## config.mk

```make
export PLATFORM = sky130hd
export DESIGN_NAME = magic_frame_sniffer_crc32_unit
export DESIGN_NICKNAME = d
export VERILOG_FILES = /design/src/rtl/mfsc_pkg.sv /design/src/rtl/magic_frame_sniffer_crc32_unit.sv /design/src/rtl/mfsc_ctrl.sv /design/src/rtl/mfsc_outq.sv /design/src/rtl/mfsc_dp.sv
export SDC_FILE = /design/constraint.sdc
export NUM_CORES = 1
export LEC_CHECK = 0
export BUFFER_PORTS_ARGS = -buffer_cell sky130_fd_sc_hd__buf_2
export CORE_MARGIN = 1.5
export CORE_UTILIZATION = 62
export DETAILED_ROUTE_END_ITERATION = 6
export PLACE_DENSITY = 0.82
export SETUP_SLACK_MARGIN = 0.02
export SYNTH_ARGS = -nofsm -noshare
export SYNTH_HDL_FRONTEND = slang
export SYNTH_SLANG_ARGS = --single-unit
```

## constraint.sdc

```tcl
create_clock -name clk -period 12.47 [get_ports clk]
set_input_delay 1.8705 -clock clk [delete_from_list [all_inputs] [get_ports clk]]
set_output_delay 1.8705 -clock clk [all_outputs]
set_load 0.02 [all_outputs]
```

## src/rtl/mfsc_pkg.sv

```systemverilog
// shared types, constants and helper functions for the magic frame sniffer
// no dependencies; used by every module of the block
`timescale 1ns / 1ps

package mfsc_pkg;

    // sizes of the frame layout
    localparam int MAX_PAYLOAD_DEF = 64;
    localparam int MAGIC_LEN       = 8;
    localparam int HEAD_END        = 16;
    localparam int CRC_LEN         = 4;
    localparam int TDATA_W         = 96;

    // protocol constants
    localparam logic [7:0]  PROTO_VERSION = 8'h01;
    localparam logic [7:0]  MAGIC_FIRST   = 8'hA5;
    localparam logic [31:0] CRC_POLY      = 32'hEDB88320;
    localparam logic [31:0] CRC_INIT      = 32'hFFFFFFFF;

    // what one input byte does to the stream
    typedef enum logic [1:0] {
        ACT_HOLD,
        ACT_PASS,
        ACT_FRAME,
        ACT_REPLAY
    } act_t;

    // controller states
    typedef enum logic [1:0] {
        ST_ACCEPT,
        ST_REPLAY,
        ST_FLUSH
    } state_t;

    // one result item
    typedef struct packed {
        logic        kind;
        logic [31:0] pass_data;
        logic [2:0]  pass_count;
        logic [7:0]  frame_command;
        logic [31:0] frame_sequence;
        logic [6:0]  frame_length;
        logic [7:0]  frame_first_payload;
        logic        last;
    } res_t;

    // datapath status toward the controller
    typedef struct packed {
        act_t action;
        logic rd_group_start;
        logic rd_group_end;
        logic rd_done;
    } dp_stat_t;

    // controller commands toward the datapath
    typedef struct packed {
        logic accept;
        logic rd_issue;
    } ctrl_cmd_t;

    // magic sequence A5 5A E S C 3 2 !
    function automatic logic [7:0] magic_byte(input logic [2:0] idx);
        logic [7:0] b;
        case (idx)
            3'd0:    b = 8'hA5;
            3'd1:    b = 8'h5A;
            3'd2:    b = 8'h45;
            3'd3:    b = 8'h53;
            3'd4:    b = 8'h43;
            3'd5:    b = 8'h33;
            3'd6:    b = 8'h32;
            3'd7:    b = 8'h21;
            default: b = 8'h00;
        endcase
        return b;
    endfunction

    // reflected crc-32, one byte per call
    function automatic logic [31:0] crc_byte(input logic [31:0] crc, input logic [7:0] data);
        logic [31:0] c;
        c = crc ^ {24'b0, data};
        for (int i = 0; i < 8; i++) begin
            c = c[0] ? ((c >> 1) ^ CRC_POLY) : (c >> 1);
        end
        return c;
    endfunction

endpackage

```

## src/rtl/magic_frame_sniffer_crc32_unit.sv

```systemverilog
// command frame sniffer: one byte per accepted request; a passthrough byte or a
// frame event is pushed into the output queue in the same cycle its byte is accepted
// throughput one byte per cycle while the queue has room and no replay runs;
// a failed frame replays its held bytes, four to a result, from the single-port
// held byte memory, no input taken; asynchronous active-low reset clears control
// state and the crc; the held byte memory is not cleared and needs no clearing pass
`timescale 1ns / 1ps

module magic_frame_sniffer_crc32_unit
#(
    parameter int MAX_PAYLOAD = mfsc_pkg::MAX_PAYLOAD_DEF
)
(
    input  logic                          clk,
    input  logic                          rst_n,
    input  logic                          s_tvalid,
    output logic                          s_tready,
    input  logic [7:0]                    s_tdata,   // rx_byte
    output logic                          m_tvalid,
    input  logic                          m_tready,
    // pass_data, pass_count, frame_command, frame_sequence, frame_length,
    // frame_first_payload, zero pad
    output logic [mfsc_pkg::TDATA_W-1:0]  m_tdata,
    output logic                          m_tuser,   // kind
    output logic                          m_tlast    // last
);

    mfsc_pkg::dp_stat_t   stat;
    mfsc_pkg::ctrl_cmd_t  cmd;
    mfsc_pkg::res_t       push_res;
    mfsc_pkg::res_t       head;
    logic                 push;
    logic                 fifo_full;

    // controller
    mfsc_ctrl u_ctrl
    (
        .clk       (clk),
        .rst_n     (rst_n),
        .s_tvalid  (s_tvalid),
        .s_tready  (s_tready),
        .fifo_full (fifo_full),
        .stat      (stat),
        .cmd       (cmd)
    );

    // datapath
    mfsc_dp #(
        .MAX_PAYLOAD (MAX_PAYLOAD)
    ) u_dp
    (
        .clk      (clk),
        .rst_n    (rst_n),
        .rx_byte  (s_tdata),
        .cmd      (cmd),
        .stat     (stat),
        .push     (push),
        .push_res (push_res)
    );

    // result queue
    mfsc_outq u_outq
    (
        .clk       (clk),
        .rst_n     (rst_n),
        .push      (push),
        .push_res  (push_res),
        .pop_ready (m_tready),
        .full      (fifo_full),
        .valid     (m_tvalid),
        .head      (head)
    );

    // output packing
    assign m_tdata = {6'b0, head.frame_first_payload, head.frame_length,
                      head.frame_sequence, head.frame_command,
                      head.pass_count, head.pass_data};
    assign m_tuser = head.kind;
    assign m_tlast = head.last;

endmodule

```

## src/rtl/mfsc_ctrl.sv

```systemverilog
// controller state machine: input handshake and replay sequencing
// depends on mfsc_pkg
`timescale 1ns / 1ps

module mfsc_ctrl
(
    input  logic                 clk,
    input  logic                 rst_n,
    input  logic                 s_tvalid,
    output logic                 s_tready,
    input  logic                 fifo_full,
    input  mfsc_pkg::dp_stat_t   stat,
    output mfsc_pkg::ctrl_cmd_t  cmd
);

    mfsc_pkg::state_t state_reg;
    mfsc_pkg::state_t state_next;

    // state register
    always_ff @(posedge clk or negedge rst_n)
    begin
        if (!rst_n)
        begin
            state_reg <= mfsc_pkg::ST_ACCEPT;
        end
        else
        begin
            state_reg <= state_next;
        end
    end

    // next state
    always_comb
    begin
        state_next = state_reg;
        case (state_reg)
            mfsc_pkg::ST_ACCEPT:
            begin
                if (s_tvalid && !fifo_full && stat.action == mfsc_pkg::ACT_REPLAY)
                begin
                    state_next = mfsc_pkg::ST_REPLAY;
                end
            end
            mfsc_pkg::ST_REPLAY:
            begin
                if (cmd.rd_issue && stat.rd_group_end)
                begin
                    state_next = mfsc_pkg::ST_FLUSH;
                end
            end
            mfsc_pkg::ST_FLUSH:
            begin
                state_next = stat.rd_done ? mfsc_pkg::ST_ACCEPT : mfsc_pkg::ST_REPLAY;
            end
            default:
            begin
                state_next = mfsc_pkg::ST_ACCEPT;
            end
        endcase
    end

    // outputs: take bytes only with a free queue slot, start a group only with one too
    always_comb
    begin
        s_tready     = 1'b0;
        cmd.accept   = 1'b0;
        cmd.rd_issue = 1'b0;
        case (state_reg)
            mfsc_pkg::ST_ACCEPT:
            begin
                s_tready   = !fifo_full;
                cmd.accept = s_tvalid && !fifo_full;
            end
            mfsc_pkg::ST_REPLAY:
            begin
                cmd.rd_issue = !stat.rd_group_start || !fifo_full;
            end
            mfsc_pkg::ST_FLUSH:
            begin
                cmd.rd_issue = 1'b0;
            end
            default:
            begin
                s_tready = 1'b0;
            end
        endcase
    end

endmodule

```

## src/rtl/mfsc_outq.sv

```systemverilog
// two-entry result queue between the datapath and the output stream
// depends on mfsc_pkg
`timescale 1ns / 1ps

module mfsc_outq
(
    input  logic             clk,
    input  logic             rst_n,
    input  logic             push,
    input  mfsc_pkg::res_t   push_res,
    input  logic             pop_ready,
    output logic             full,
    output logic             valid,
    output mfsc_pkg::res_t   head
);

    mfsc_pkg::res_t slot0_reg;
    mfsc_pkg::res_t slot1_reg;
    logic [1:0]     count_reg;
    logic           pop;

    assign valid = (count_reg != 2'd0);
    assign full  = (count_reg == 2'd2);
    assign head  = slot0_reg;
    assign pop   = valid && pop_ready;

    // occupancy
    always_ff @(posedge clk or negedge rst_n)
    begin
        if (!rst_n)
        begin
            count_reg <= 2'd0;
        end
        else if (push && !pop)
        begin
            count_reg <= count_reg + 2'd1;
        end
        else if (pop && !push)
        begin
            count_reg <= count_reg - 2'd1;
        end
    end

    // slot data
    always_ff @(posedge clk)
    begin
        if (pop)
        begin
            slot0_reg <= (push && count_reg == 2'd1) ? push_res : slot1_reg;
        end
        else if (push)
        begin
            if (count_reg == 2'd0)
            begin
                slot0_reg <= push_res;
            end
            else
            begin
                slot1_reg <= push_res;
            end
        end
    end

`ifndef SYNTH
    // a request never lands in a full queue
    a_no_push_full: assert property (@(posedge clk) disable iff (!rst_n)
        push |-> !full)
        else $error("result pushed into full queue");

    // a lone pop frees one slot
    a_pop_count: assert property (@(posedge clk) disable iff (!rst_n)
        (pop && !push) |=> (count_reg == $past(count_reg) - 2'd1))
        else $error("queue count wrong after pop");
`endif

endmodule

```

## src/rtl/mfsc_dp.sv

```systemverilog
// datapath: magic match, header decode, crc, held byte memory, replay packer
// depends on mfsc_pkg
`timescale 1ns / 1ps

module mfsc_dp
#(
    parameter int MAX_PAYLOAD = mfsc_pkg::MAX_PAYLOAD_DEF
)
(
    input  logic                 clk,
    input  logic                 rst_n,
    input  logic [7:0]           rx_byte,
    input  mfsc_pkg::ctrl_cmd_t  cmd,
    output mfsc_pkg::dp_stat_t   stat,
    output logic                 push,
    output mfsc_pkg::res_t       push_res
);

    localparam int HOLD_DEPTH = MAX_PAYLOAD + mfsc_pkg::HEAD_END + mfsc_pkg::CRC_LEN;
    localparam int CNT_W      = $clog2(HOLD_DEPTH + 1);
    localparam int ADDR_W     = $clog2(HOLD_DEPTH);

    // held byte memory
    logic [7:0] mem [HOLD_DEPTH];

    logic [CNT_W-1:0]  held_count_reg,  held_count_next;
    logic [CNT_W-1:0]  frame_total_reg, frame_total_next;
    logic [CNT_W-1:0]  replay_len_reg,  replay_len_next;
    logic [CNT_W-1:0]  rd_addr_reg;
    logic [31:0]       crc_reg,   crc_next;
    logic [63:0]       hdr_reg,   hdr_next;
    logic [31:0]       tail_reg,  tail_next;
    logic [7:0]        first_reg, first_next;
    logic [7:0]        rd_byte_reg;
    logic              rd_vld_reg;
    logic [1:0]        rd_lane_reg;
    logic              rd_end_reg;
    logic              rd_last_reg;
    logic [31:0]       pack_reg,  pack_next;

    logic [CNT_W-1:0]  held_inc;
    logic [31:0]       crc_fed;
    logic [31:0]       wire_crc;
    logic [15:0]       hdr_len;
    logic              mem_we;
    logic              rd_last;
    mfsc_pkg::act_t    action;
    mfsc_pkg::res_t    acc_res;
    mfsc_pkg::res_t    rep_res;

    assign held_inc = held_count_reg + CNT_W'(1);
    assign crc_fed  = mfsc_pkg::crc_byte(crc_reg, rx_byte);
    assign wire_crc = {rx_byte, tail_reg[31:8]};
    assign hdr_len  = hdr_reg[31:16];
    assign rd_last  = (rd_addr_reg + CNT_W'(1) == replay_len_reg);

    // byte classification and frame tracking
    always_comb
    begin
        held_count_next  = held_count_reg;
        frame_total_next = frame_total_reg;
        replay_len_next  = replay_len_reg;
        crc_next         = crc_reg;
        hdr_next         = hdr_reg;
        tail_next        = tail_reg;
        first_next       = first_reg;
        mem_we           = 1'b0;
        action           = mfsc_pkg::ACT_HOLD;
        if (held_count_reg < CNT_W'(mfsc_pkg::MAGIC_LEN))
        begin
            if (rx_byte == mfsc_pkg::magic_byte(held_count_reg[2:0]))
            begin
                mem_we          = 1'b1;
                held_count_next = held_inc;
            end
            else if (held_count_reg == '0)
            begin
                action = mfsc_pkg::ACT_PASS;
            end
            else if (rx_byte == mfsc_pkg::MAGIC_FIRST)
            begin
                // entry zero already holds the first magic byte
                action          = mfsc_pkg::ACT_REPLAY;
                replay_len_next = held_count_reg;
                held_count_next = CNT_W'(1);
            end
            else
            begin
                mem_we          = 1'b1;
                action          = mfsc_pkg::ACT_REPLAY;
                replay_len_next = held_inc;
                held_count_next = '0;
            end
        end
        else
        begin
            mem_we          = 1'b1;
            held_count_next = held_inc;
            tail_next       = wire_crc;
            if (held_inc <= CNT_W'(mfsc_pkg::HEAD_END))
            begin
                crc_next = crc_fed;
                hdr_next[8 * held_count_reg[2:0] +: 8] = rx_byte;
                if (held_inc == CNT_W'(mfsc_pkg::HEAD_END))
                begin
                    if (hdr_reg[7:0] != mfsc_pkg::PROTO_VERSION
                        || {1'b0, hdr_len} > 17'(MAX_PAYLOAD))
                    begin
                        action          = mfsc_pkg::ACT_REPLAY;
                        replay_len_next = held_inc;
                        held_count_next = '0;
                        crc_next        = mfsc_pkg::CRC_INIT;
                    end
                    else
                    begin
                        frame_total_next = CNT_W'(hdr_len)
                            + CNT_W'(mfsc_pkg::HEAD_END + mfsc_pkg::CRC_LEN);
                    end
                end
            end
            else
            begin
                if (held_inc == CNT_W'(mfsc_pkg::HEAD_END + 1))
                begin
                    first_next = rx_byte;
                end
                if (held_inc <= frame_total_reg - CNT_W'(mfsc_pkg::CRC_LEN))
                begin
                    crc_next = crc_fed;
                end
                if (held_inc == frame_total_reg)
                begin
                    crc_next        = mfsc_pkg::CRC_INIT;
                    held_count_next = '0;
                    if (~crc_reg != wire_crc)
                    begin
                        action          = mfsc_pkg::ACT_REPLAY;
                        replay_len_next = held_inc;
                    end
                    else
                    begin
                        action = mfsc_pkg::ACT_FRAME;
                    end
                end
            end
        end
    end

    // result made directly by an accepted byte
    always_comb
    begin
        acc_res = '0;
        acc_res.last = 1'b1;
        if (action == mfsc_pkg::ACT_FRAME)
        begin
            acc_res.kind                = 1'b1;
            acc_res.frame_command       = hdr_reg[15:8];
            acc_res.frame_sequence      = hdr_reg[63:32];
            acc_res.frame_length        = hdr_reg[22:16];
            acc_res.frame_first_payload = (hdr_len != 16'd0) ? first_reg : 8'd0;
        end
        else
        begin
            acc_res.pass_data  = {24'b0, rx_byte};
            acc_res.pass_count = 3'd1;
        end
    end

    // replay packer, four bytes per result
    always_comb
    begin
        if (rd_lane_reg == 2'd0)
        begin
            pack_next = {24'b0, rd_byte_reg};
        end
        else
        begin
            pack_next = pack_reg | ({24'b0, rd_byte_reg} << (8 * rd_lane_reg));
        end
        rep_res            = '0;
        rep_res.pass_data  = pack_next;
        rep_res.pass_count = {1'b0, rd_lane_reg} + 3'd1;
        rep_res.last       = rd_last_reg;
    end

    assign push     = (cmd.accept && (action == mfsc_pkg::ACT_PASS
                                      || action == mfsc_pkg::ACT_FRAME))
                      || (rd_vld_reg && rd_end_reg);
    assign push_res = (rd_vld_reg && rd_end_reg) ? rep_res : acc_res;

    // status toward the controller
    always_comb
    begin
        stat.action         = action;
        stat.rd_group_start = (rd_addr_reg[1:0] == 2'd0);
        stat.rd_group_end   = (rd_addr_reg[1:0] == 2'd3) || rd_last;
        stat.rd_done        = (rd_addr_reg == replay_len_reg);
    end

    // held byte memory, one write and one registered read
    always_ff @(posedge clk)
    begin
        if (cmd.accept && mem_we)
        begin
            mem[held_count_reg[ADDR_W-1:0]] <= rx_byte;
        end
        if (cmd.rd_issue)
        begin
            rd_byte_reg <= mem[rd_addr_reg[ADDR_W-1:0]];
        end
    end

    // frame control state
    always_ff @(posedge clk or negedge rst_n)
    begin
        if (!rst_n)
        begin
            held_count_reg <= '0;
            crc_reg        <= mfsc_pkg::CRC_INIT;
            rd_vld_reg     <= 1'b0;
            rd_addr_reg    <= '0;
        end
        else
        begin
            if (cmd.accept)
            begin
                held_count_reg <= held_count_next;
                crc_reg        <= crc_next;
            end
            rd_vld_reg <= cmd.rd_issue;
            if (cmd.accept && action == mfsc_pkg::ACT_REPLAY)
            begin
                rd_addr_reg <= '0;
            end
            else if (cmd.rd_issue)
            begin
                rd_addr_reg <= rd_addr_reg + CNT_W'(1);
            end
        end
    end

    // payload registers
    always_ff @(posedge clk)
    begin
        if (cmd.accept)
        begin
            frame_total_reg <= frame_total_next;
            replay_len_reg  <= replay_len_next;
            hdr_reg         <= hdr_next;
            tail_reg        <= tail_next;
            first_reg       <= first_next;
        end
        if (cmd.rd_issue)
        begin
            rd_lane_reg <= rd_addr_reg[1:0];
            rd_end_reg  <= (rd_addr_reg[1:0] == 2'd3) || rd_last;
            rd_last_reg <= rd_last;
        end
        if (rd_vld_reg)
        begin
            pack_reg <= pack_next;
        end
    end

`ifndef SYNTH
    // reads stay inside the replayed run
    a_rd_in_range: assert property (@(posedge clk) disable iff (!rst_n)
        cmd.rd_issue |-> (rd_addr_reg < replay_len_reg))
        else $error("replay read past held bytes");

    // an accepted frame restarts the search
    a_frame_restart: assert property (@(posedge clk) disable iff (!rst_n)
        (cmd.accept && action == mfsc_pkg::ACT_FRAME) |=> (held_count_reg == '0))
        else $error("held count not cleared after frame");
`endif

endmodule

```

After elaboration in Yosys (flattened, before gate mapping)
Memories as Yosys holds them, arrays and structs flattened. A register that Yosys moved wholly into a read port is not among the register bits.
Index checks and enable logic that the tools add are counted.
{"block": "op_classes", "add_sub_neg": 8, "mul": 0, "div_mod_pow": 0, "order_cmp": 4, "n_eq_ne": 24, "shift": 3, "mux": 67, "n_bitwise": 16, "reduce_logical": 44}
{"op": "$mux 92", "count": 5}
{"op": "$mux 32", "count": 14}
{"op": "$mux 7", "count": 18}
{"op": "$not 13->14", "count": 8}
{"op": "$bwmux 64", "count": 1}
{"op": "$shift 8x34->64 const A", "count": 1}
{"op": "$shiftx 8x34->64", "count": 1}
{"op": "$mux 55", "count": 1}
{"op": "$neg 6->34", "count": 1}
{"op": "$ne 32x32->1", "count": 1}
{"op": "$not 32->32", "count": 1}
{"op": "$or 32x32->32", "count": 1}
{"op": "$shl 8x5->32", "count": 1}
{"op": "$xor 32x8->32", "count": 1}
{"op": "$mux 2", "count": 11}
{"op": "$eq 7x7->1", "count": 3}
{"op": "$gt 16x7->1 const B", "count": 1}
{"op": "$mux 8", "count": 2}
{"op": "$reduce_bool 16->1", "count": 1}
{"op": "$add 7x1->7 const B", "count": 2}
{"op": "$eq 7x5->1 const B", "count": 2}
{"op": "$mux 1", "count": 13}
{"op": "$logic_and 1x1->1", "count": 11}
{"op": "$mux 11", "count": 1}
{"op": "other kinds (30)", "count": 64}
{"block": "word_totals", "regBits": 389, "latchBits": 0, "mem_bits_rw": 672, "rom_bits": 64, "inputBits": 12, "word_cells": 199, "n_memories": 2}
{"memory": "u_dp.mem", "depth": 84, "word_bits": 8, "rd": 1, "rd_ports_with_merged_regs": 1, "write_ports": 1, "line": "mfsc_dp.sv:24", "text": "logic [7:0] mem [HOLD_DEPTH];"}
{"memory": "(name not given)", "depth": 8, "word_bits": 8, "rd": 1, "rd_ports_with_merged_regs": 0, "write_ports": 0, "line": "mfsc_pkg.sv:64", "text": "case (idx)"}

Depth between registers and ports, before layout
Gate-level depths: netlist (run 1).
{"block": "logic_depth", "ltp_word": 20, "depth_mapped": 20, "mapped_depth_nobuf": 17}

By module
A second synthesis (run 1) with hierarchy kept.
{"block": "unflattened", "hier_cells": 2394, "area_unflattened_um2": 44231.2}
{"mod": "mfsc_dp", "instances": 1, "cells_per_inst": 2070, "area_per_inst_um2": 36836.6}
{"mod": "mfsc_outq", "instances": 1, "cells_per_inst": 306, "area_per_inst_um2": 7233.2}
{"mod": "mfsc_ctrl", "instances": 1, "cells_per_inst": 11, "area_per_inst_um2": 112.6}
{"mod": "magic_frame_sniffer_crc32_unit", "instances": 1, "cells_per_inst": 7, "area_per_inst_um2": 48.8}

Worst setup path after synthesis (run 1)
Ideal clock, no wire load.
{"block": "synth_path", "path_kind": "input-to-reg", "start": "input s_tdata[7]", "end": "register u_outq.slot1_reg[0] (netlist name) (enable)", "setup_ns": 0.655, "t_arrival_ns": 9.707, "setup_slack_ns": 2.108, "stages": 10, "path_buffers": 0, "path_cell_list": "ha_1 -> o221ai_1 -> nor4_1 -> nand3_1 -> nor2_1 -> a21oi_1 -> nor2b_1 -> ha_1 -> a21oi_1 -> nor3_1"}
{"block": "synth_between", "elab_chain_len": 10}
{"item": "start: declaration", "line": "magic_frame_sniffer_crc32_unit.sv:18", "text": "input logic [7:0] s_tdata,"}
{"item": "$ne 32x32->1", "line": "mfsc_dp.sv:135", "text": "if (~crc_reg != wire_crc)"}
{"item": "$mux 1", "line": "mfsc_dp.sv:135"}
{"item": "$mux 2", "line": "mfsc_dp.sv:131", "text": "if (held_inc == frame_total_reg)"}
{"item": "$mux 2", "line": "mfsc_dp.sv:100", "text": "if (held_inc <= CNT_W'(mfsc_pkg::HEAD_END))"}
{"item": "$mux 2 (*)", "line": "mfsc_dp.sv:69", "text": "if (held_count_reg < CNT_W'(mfsc_pkg::MAGIC_LEN))"}
{"item": "$eq 2x1->1 or $eq 2x2->1 (tied branches)", "line": "mfsc_dp.sv:186, mfsc_dp.sv:187"}
{"item": "$logic_or 1x1->1 (*)", "line": "mfsc_dp.sv:187", "text": "|| action == mfsc_pkg::ACT_FRAME))"}
{"item": "$logic_and 1x1->1 (*)", "line": "mfsc_dp.sv:186", "text": "assign push = (cmd.accept && (action == mfsc_pkg::ACT_PASS"}
{"item": "$logic_or 1x1->1 (*)", "line": "mfsc_dp.sv:188", "text": "|| (rd_vld_reg && rd_end_reg);"}
{"item": "$reduce_and 3->1 (no line) (*)"}
{"item": "end signal: assignment", "line": "mfsc_outq.sv:59", "text": "slot1_reg <= push_res;"}
{"item": "end: declaration", "line": "mfsc_outq.sv:18", "text": "mfsc_pkg::res_t slot1_reg;"}
Every way passes the cells marked *; elsewhere a longest branch is shown, timed or not.
A chain may end at the register's enable or synchronous reset.

Final worst setup path (run 1)
{"block": "layout_path", "start": "register u_dp.held_count_reg[2]", "end": "register u_outq.slot0_reg (netlist bit u_outq.head[11]) (data pin)"}
{"block": "layout_between", "elab_chain_len": 12}
{"item": "start: declaration", "line": "mfsc_dp.sv:26", "text": "logic [CNT_W-1:0] held_count_reg, held_count_next;"}
{"item": "start signal: assignment", "line": "mfsc_dp.sv:227", "text": "held_count_reg <= held_count_next;"}
{"item": "branches (longest 4 deep; another with $add 7x1->7)"}
{"item": "$mux 2 (*)", "line": "mfsc_dp.sv:69"}
{"item": "branches (longest 6 deep; another with $mux 92)"}
{"item": "$mux 92 (*)", "line": "mfsc_outq.sv:47", "text": "if (pop)"}
{"item": "end signal: assignment", "line": "mfsc_outq.sv:49", "text": "slot0_reg <= (push && count_reg == 2'd1) ? push_res : slot1_reg;"}
{"item": "end signal: assignment", "line": "mfsc_outq.sv:55", "text": "slot0_reg <= push_res;"}
{"item": "end: declaration", "line": "mfsc_outq.sv:17", "text": "mfsc_pkg::res_t slot0_reg;"}
Every way passes the cells marked *. The select of a mux whose other input is x is not followed.

==> impl_metrics.yaml, run 1 <==
clocking:
  cts_sinks: 1061
  ctsHoldBuffers: 0
  htree_levels: 3
  clock_path_buffers: 3
  cts_buffers: 101
  root_buffer: "clkbuf_16"
  clk-insertion-delay-late_ps: 670
  path_clk_slew_ps: 70
  post_cts_resized: 0
  tritoncts: "done"
  cts_setup_buffers: 0
logic_synthesis:
  ys_ff_latch: 1061
  yosysWarningCount: 0
  synth_enable_flop_cells: 1010
  synth_cell_types: 74
  synthTopCellsByArea: "edfxtp_1, mux4_2, mux2_2"
  syn_inst: 2384
  yosysTopAreaCell: "edfxtp_1"
  synth-seq-area-share_pct: 72.8
  synth-async-reset-ratio_pct: 4.81
  syn_area_sq_um: 43500
  synth_flop_cell: "edfxtp_1"
  synth_top_area_share_pct: 69.8
  postSynthAreaPerCell_sq_um: 18.2
sta:
  setup_tns_ps: 0
  fin_crit_ps: 7010
  finalHoldViolations: 0
  worst_slew_margin_rel_pct: 21.0
  rsz0062_at_grt: "false"
  max_slew.worst_pin.slew_ps: 1180
  setup_viol: 0
  slew_violations: 0
  period_share_pct: 56.2
  fin_worst_skew_ps: 21.6
  clock.fmax_ghz: 0.143
worst_setup_path:
  crit_type: "reg -> reg"
  required_ps: 12870
  cp_max_fo: 53
  worstSetupStartpointType: "register"
  critPathCaptureType: "register"
  arrival_ps: 7410
routing:
  vias_per_cell: 6.53
  drtIter0Drc: 2621
  first_pass_iters: 6
  wl_mm: 99.6
  avgRoutedWirePerCell_um: 28.3
  via_count: 23000
  ant_nets: 0
  drc_errors: 0
finish:
  final_nets: 2540
  final_layout_size_suffix_gt1_share_pct: 25.1
  area_delta_synth_final_pct: 10.8
  largest_reg_flops: 672
  final_util_pct: 69.8
  antenna_cells: 0
grt:
  grt_first_pass_wirelength_mm: 149
  grt_pass1_vias: 23200
  antenna_found_initial: 4
  overflow: 0
  grt_max_degree: 97
  grtUsageTotal_pct: 28.4
placement:
  place.gp.congestion: 0.879
  port_buffers: 105
  dp_hpwl_mm: 58.8
die:
  start_util_pct: 63.0
  rows: 96
  core_sq_um: 68900
  io_pins: 112
  dieArea_sq_um: 71700
  die_w_um: 268
  fp.dieH_um: 268
power_and_ir_drop:
  ir_worst_vdd_mv: 0.154
  power_density_nw_per_um2: 232
  power.leakage_nw: 15.9
flow_run:
  maxCapViolations: 0
worst_hold_path:
  holdCritPathClass: "reg -> reg"
outcome:
  outcome: "completed"
-- cell families after synthesis --
| logic type | after synthesis | synth area share, % |
|---|---|---|
| DFF | 1061 | 72.8 |
| and+or+nand+nor | 513 | 5.79 |
| muxes | 318 | 13.6 |
| buffers and inverters | 167 | 1.86 |
| AOI/OAI and AO/OA | 161 | 2.29 |
| xor gates and xnor gates | 136 | 2.88 |
| adders and majority gates | 27 | 0.777 |
| other | 1 | 0.00863 |
-- per-stage QoR --
stage          area (sq um)  hold WS [ps]  worst slack (ps)  total power (W)  instances
5_1_grt               48100           478              5010           0.0116       3520
3_3_place_gp          44800           451              5740          0.00801       3329
3_5_place_dp          44800           458              5560          0.00810       3329
6_report              48100           472              5460           0.0112       3520
4_1_cts               48100           474              5530           0.0112       3520
2_1_floorplan         43500           442              2110          0.00719       2389
-- per-layer routing --
metal,track usage (%),up-vias,part of all wire [%]
li1,-,9607,-
met1,39.9,11800,38
met2,45.6,1322,49
met3,4.65,227,9.0
met4,11.1,6,3.7
met5,0,-,0.071
-- layout make-up --
class	instances	area [sq um]
Clock buffer	128	2670
Inverter	37	139
Tap cell	931	1160
Fill cell	4199	20800
Sequential cell	1061	31700
Multi-Input combinational cell	1161	11100
Timing Repair Buffer	139	796
Clock inverter	63	658
-- worst max-delay path: stages, from the launching register on --
cell,delay (ps)
dfrtp_1,940
and3_1,560
nand4_1,200
a222oi_1,910
inv_2,170
a21oi_4,840
a21oi_1,250
nor2b_1,190
ha_1,300
a21oi_1,440
inv_1,190
a21oi_4,170
buf_4,430
buf_4,650
mux2_2,410
-- power breakdown --
group          internal, W  switching [W]  leakage [nW]
registers          0.00444       0.000328          9.84
clock network      0.00176        0.00132          1.61
logic              0.00138        0.00195          4.44
total              0.00757        0.00359          15.9
-- cell usage after synthesis (4+ instances only) --
master	number
a21oi_1	40
a221oi_1	8
a31oi_1	34
and2_1	37
and3_1	60
buf_1	13
buf_2	41
buf_4	15
buf_6	10
clkbuf_1	51
dfrtp_1	19
dfstp_2	32
edfxtp_1	1010
ha_1	27
inv_1	33
mux2_2	92
mux2i_1	18
mux4_2	208
nand2_1	68
nand2b_1	11
nand3_1	20
nand4_1	13
nor2_1	211
nor2b_1	6
nor3_1	44
nor3b_1	4
nor4_1	14
nor4b_1	4
o211ai_1	4
o21ai_0	39
o21ai_1	9
xnor2_1	95
xor2_1	36
-- final timing paths --
kind / startpoint / end / slack [ps] / cells past startpoint
setup / recovery: u_dp.held_count_reg[2]$_DFFE_PN0P_ / u_outq.head[11]$_DFFE_PP_ / 5460 / 14
hold / removal: u_dp.tail_reg[26]$_DFFE_PP_ / u_dp.tail_reg[18]$_DFFE_PP_ / 470 / 0
setup reg to reg: u_dp.held_count_reg[2]$_DFFE_PN0P_ / u_outq.head[11]$_DFFE_PP_ / 5460 / 14
hold reg to reg: u_dp.tail_reg[26]$_DFFE_PP_ / u_dp.tail_reg[18]$_DFFE_PP_ / 470 / 0
max in group asynchronous: rst_n / u_dp.rd_addr_reg[0]$_DFFE_PN0P_ / 10570 / 2
min in group asynchronous: rst_n / u_dp.held_count_reg[3]$_DFFE_PN0P_ / 1370 / 2
-- cell usage in the layout (no fill, tap or decap), types with 36 or more instances in the layout --
master / Yosys / layout
nor3_1: 44 / 43
edfxtp_1: 1010 / 1010
mux4_2: 208 / 208
buf_4: 15 / 40
mux2_2: 92 / 92
nor2_1: 211 / 210
and3_1: 60 / 60
and2_1: 37 / 37
o21ai_0: 39 / 39
xnor2_1: 95 / 95
xor2_1: 36 / 36
nand2_1: 68 / 67
clkbuf_16: 0 / 102
buf_2: 41 / 99
a21oi_1: 40 / 38
No activity file was read; power rests on OpenSTA's default activity.
==> run 2, diff against run 1 <==
- clock period: 12.47 -> 6.93 ns (I/O delays scaled with it)
==> run 2 against run 1 <==
Net effect:
- the run now ends with DRC left
- total power increased by 79%
- die area unchanged
- utilization increased by 0.071 points
- combinational power increased by 81%
- sequential share of layout area decreased by 0.069 points
- maximum frequency increased by 22%
- sequential power increased by 78%
- final cell count about the same
- global-route usage decreased by 1.2 points
- clock power increased by 78%
- first-iteration DRC count increased by 3.9%
- flip-flop and latch count unchanged
==> impl_metrics.yaml, run 2 (synthesis gave the netlist of run 1 again) <==
clocking:
  root_buffer: "clkbuf_16"
  post_cts_resized: 0
  htree_levels: 3
  clk-insertion-delay-late_ps: 660
  tritoncts: "done"
  cts_sinks: 1061
  cts_buffers: 102
  cts_setup_buffers: 0
  clock_path_buffers: 3
  ctsHoldBuffers: 0
  path_clk_slew_ps: 60
power_and_ir_drop:
  power_density_nw_per_um2: 414
  p_int_w: 0.0137
  clkPwrFrac_pct: 27.4
  p_sw_share_pct: 31.6
  total_power_w: 0.0200
  p_sw_w: 0.00630
  power_frac_comb_pct: 30.1
  ir_worst_vdd_mv: 0.290
  pwr-share-seq_pct: 42.5
  power.leakage_nw: 15.9
finish:
  layout_commonest_cell: "edfxtp_1"
  layoutNonFillerInstCount: 3521
  seqCellArea_sq_um: 31700
  final_cell_mix: "edfxtp_1, nor2_1, mux4_2, clkbuf_16, buf_2"
  area_delta_synth_final_pct: 10.9
  largest_reg_flops: 672
  multiInputGateArea_sq_um: 11100
  final_layout_size_suffix_gt1_share_pct: 24.8
  antenna_cells: 0
  final_nets: 2546
  fillCellCount: 4117
sta:
  setup_tns_ps: 0
  clock.fmax_ghz: 0.175
  fin_crit_ps: 5730
  fin_worst_skew_ps: 17.6
  fin_hold_ws_ps: 467
  rsz0062_at_grt: "false"
  period_share_pct: 82.6
  finalHoldViolations: 0
  slew_violations: 0
  max_slew.worst_pin.slew_ps: 1210
  setup_viol: 0
  worst_slew_margin_rel_pct: 19.0
routing:
  ant_nets: 0
  drtIter0Drc: 2722
  via_count: 22600
  wl_mm: 95.6
  drc_errors: 1
  avgRoutedWirePerCell_um: 27.1
  vias_per_cell: 6.43
  first_pass_iters: 7
grt:
  antenna_found_initial: 2
  grt_max_degree: 93
  overflow: 0
  grtUsageTotal_pct: 27.3
  grt_pass1_vias: 23000
  grt_first_pass_wirelength_mm: 143
worst_setup_path:
  arrival_ps: 6130
  crit_type: "reg -> reg"
  r2r_end: "u_outq.head[1]$_DFFE_PP_"
  regToRegSetupSlack_ps: 1200
  required_ps: 7330
  cpMaxStageDelayCell: "dfrtp_1"
  worstSetupStartpointType: "register"
  r2r-start: "u_dp.held_count_reg[1]$_DFFE_PN0P_"
  slowest_delay_ps: 540
  critPathCaptureType: "register"
  crit_path_frequent_cell: "ha_1"
  cp_cell_sequence: "clkinv_1, ha_1, ha_1, nand2_1, a311oi_1, o211ai_1, nor4_4, a21oi_4, a21oi_1, nor2b_1, ha_1, a21oi_1, inv_1, a21oi_4, buf_12, mux2_2"
  cp_max_fo: 42
  rr_worst_depth: 16
die:
  fp.dieH_um: 268
  dieArea_sq_um: 71700
  start_util_pct: 63.0
  io_pins: 112
  die_w_um: 268
  rows: 96
  core_sq_um: 68900
worst_hold_path:
  worstHoldPathCells: 0
  hp-start: "u_dp.tail_reg[27]$_DFFE_PP_"
  holdCritPathClass: "reg -> reg"
  min_to: "u_dp.tail_reg[19]$_DFFE_PP_"
placement:
  placed_cells: 3334
  dp_hpwl_mm: 57.0
  port_buffers: 105
  place.gp.congestion: 0.902
outcome:
  outcome: "finished with violations"
  violations: "DRC"
flow_run:
  maxCapViolations: 0
run 2: cell count changes in the layout (fill, tap and decap cells not counted), moves of 2 or more:
cell / previous run / this run
buf_12: 0 / 5
inv_16: 3 / 1
clkinvlp_4: 8 / 2
inv_6: 3 / 1
buf_4: 40 / 42
clkinv_1: 20 / 15
clkbuf_1: 24 / 36
clkbuf_16: 102 / 104
clkinv_2: 17 / 15
buf_2: 99 / 97
run 2: area by class of cell:
cell class / instances / area share [%]
repair buffers: 144 / 1.87
clock inverters: 44 / 1.01
flip-flops and latches: 1061 / 65.7
inverters: 37 / 0.288
well taps: 931 / 2.42
multi-input cells: 1161 / 23.0
clock buffers: 143 / 5.77
run 2: worst max path at each step:
| stage | end | slack, ps | startpoint |
|---|---|---|---|
| after floorplan | u_outq.head[0]$_DFFE_PP_ | 850 | u_dp.held_count_reg[2]$_DFFE_PN0P_ |
| after global placement | u_outq.head[1]$_DFFE_PP_ | 1470 | u_dp.held_count_reg[1]$_DFFE_PN0P_ |
| after detailed placement | u_outq.head[17]$_DFFE_PP_ | 1330 | u_dp.held_count_reg[1]$_DFFE_PN0P_ |
| after CTS | u_outq.head[15]$_DFFE_PP_ | 1320 | u_dp.held_count_reg[1]$_DFFE_PN0P_ |
| after global routing | u_outq.head[1]$_DFFE_PP_ | 970 | u_dp.held_count_reg[1]$_DFFE_PN0P_ |
| final | u_outq.head[1]$_DFFE_PP_ | 1200 | u_dp.held_count_reg[1]$_DFFE_PN0P_ |
run 2: metal layers:
layer / up-vias / global-route usage [%] / wire (um)
met2: 1286 / 44.0 / 46500
li1: 9602 / - / -
met3: 276 / 5.94 / 8850
met5: - / 0 / 31
met4: 4 / 11.8 / 4270
met1: 11500 / 36.4 / 35900
run 2: stage by stage:
stage	util (%)	setup WS, ps	instance area, sq um
2_1_floorplan	-	851	43500
3_3_place_gp	65.2	1470	44900
3_5_place_dp	65.2	1330	44900
4_1_cts	69.9	1320	48200
5_1_grt	69.9	967	48200
6_report	69.9	1200	48200
run 2: worst max-delay path, delay by kind of cell, from the launching register on:
kind,cells,cell delay [ps]
AND/OR/NAND/NOR,3,730
AO/OA/AOI/OAI,6,1730
flip-flops,1,540
adder cells (fa/ha/maj),3,1160
multiplexers,1,370
buffers and inverters,3,890
run 2: power by group through the flow:
stage,logic (W),clock network (W),registers [W]
6_report,0.00602,0.00547,0.00848
5_1_grt,0.00640,0.00576,0.00856
3_5_place_dp,0.00591,0,0.00861
2_1_floorplan,0.00416,0,0.00876
3_3_place_gp,0.00579,0,0.00858
4_1_cts,0.00600,0.00553,0.00848
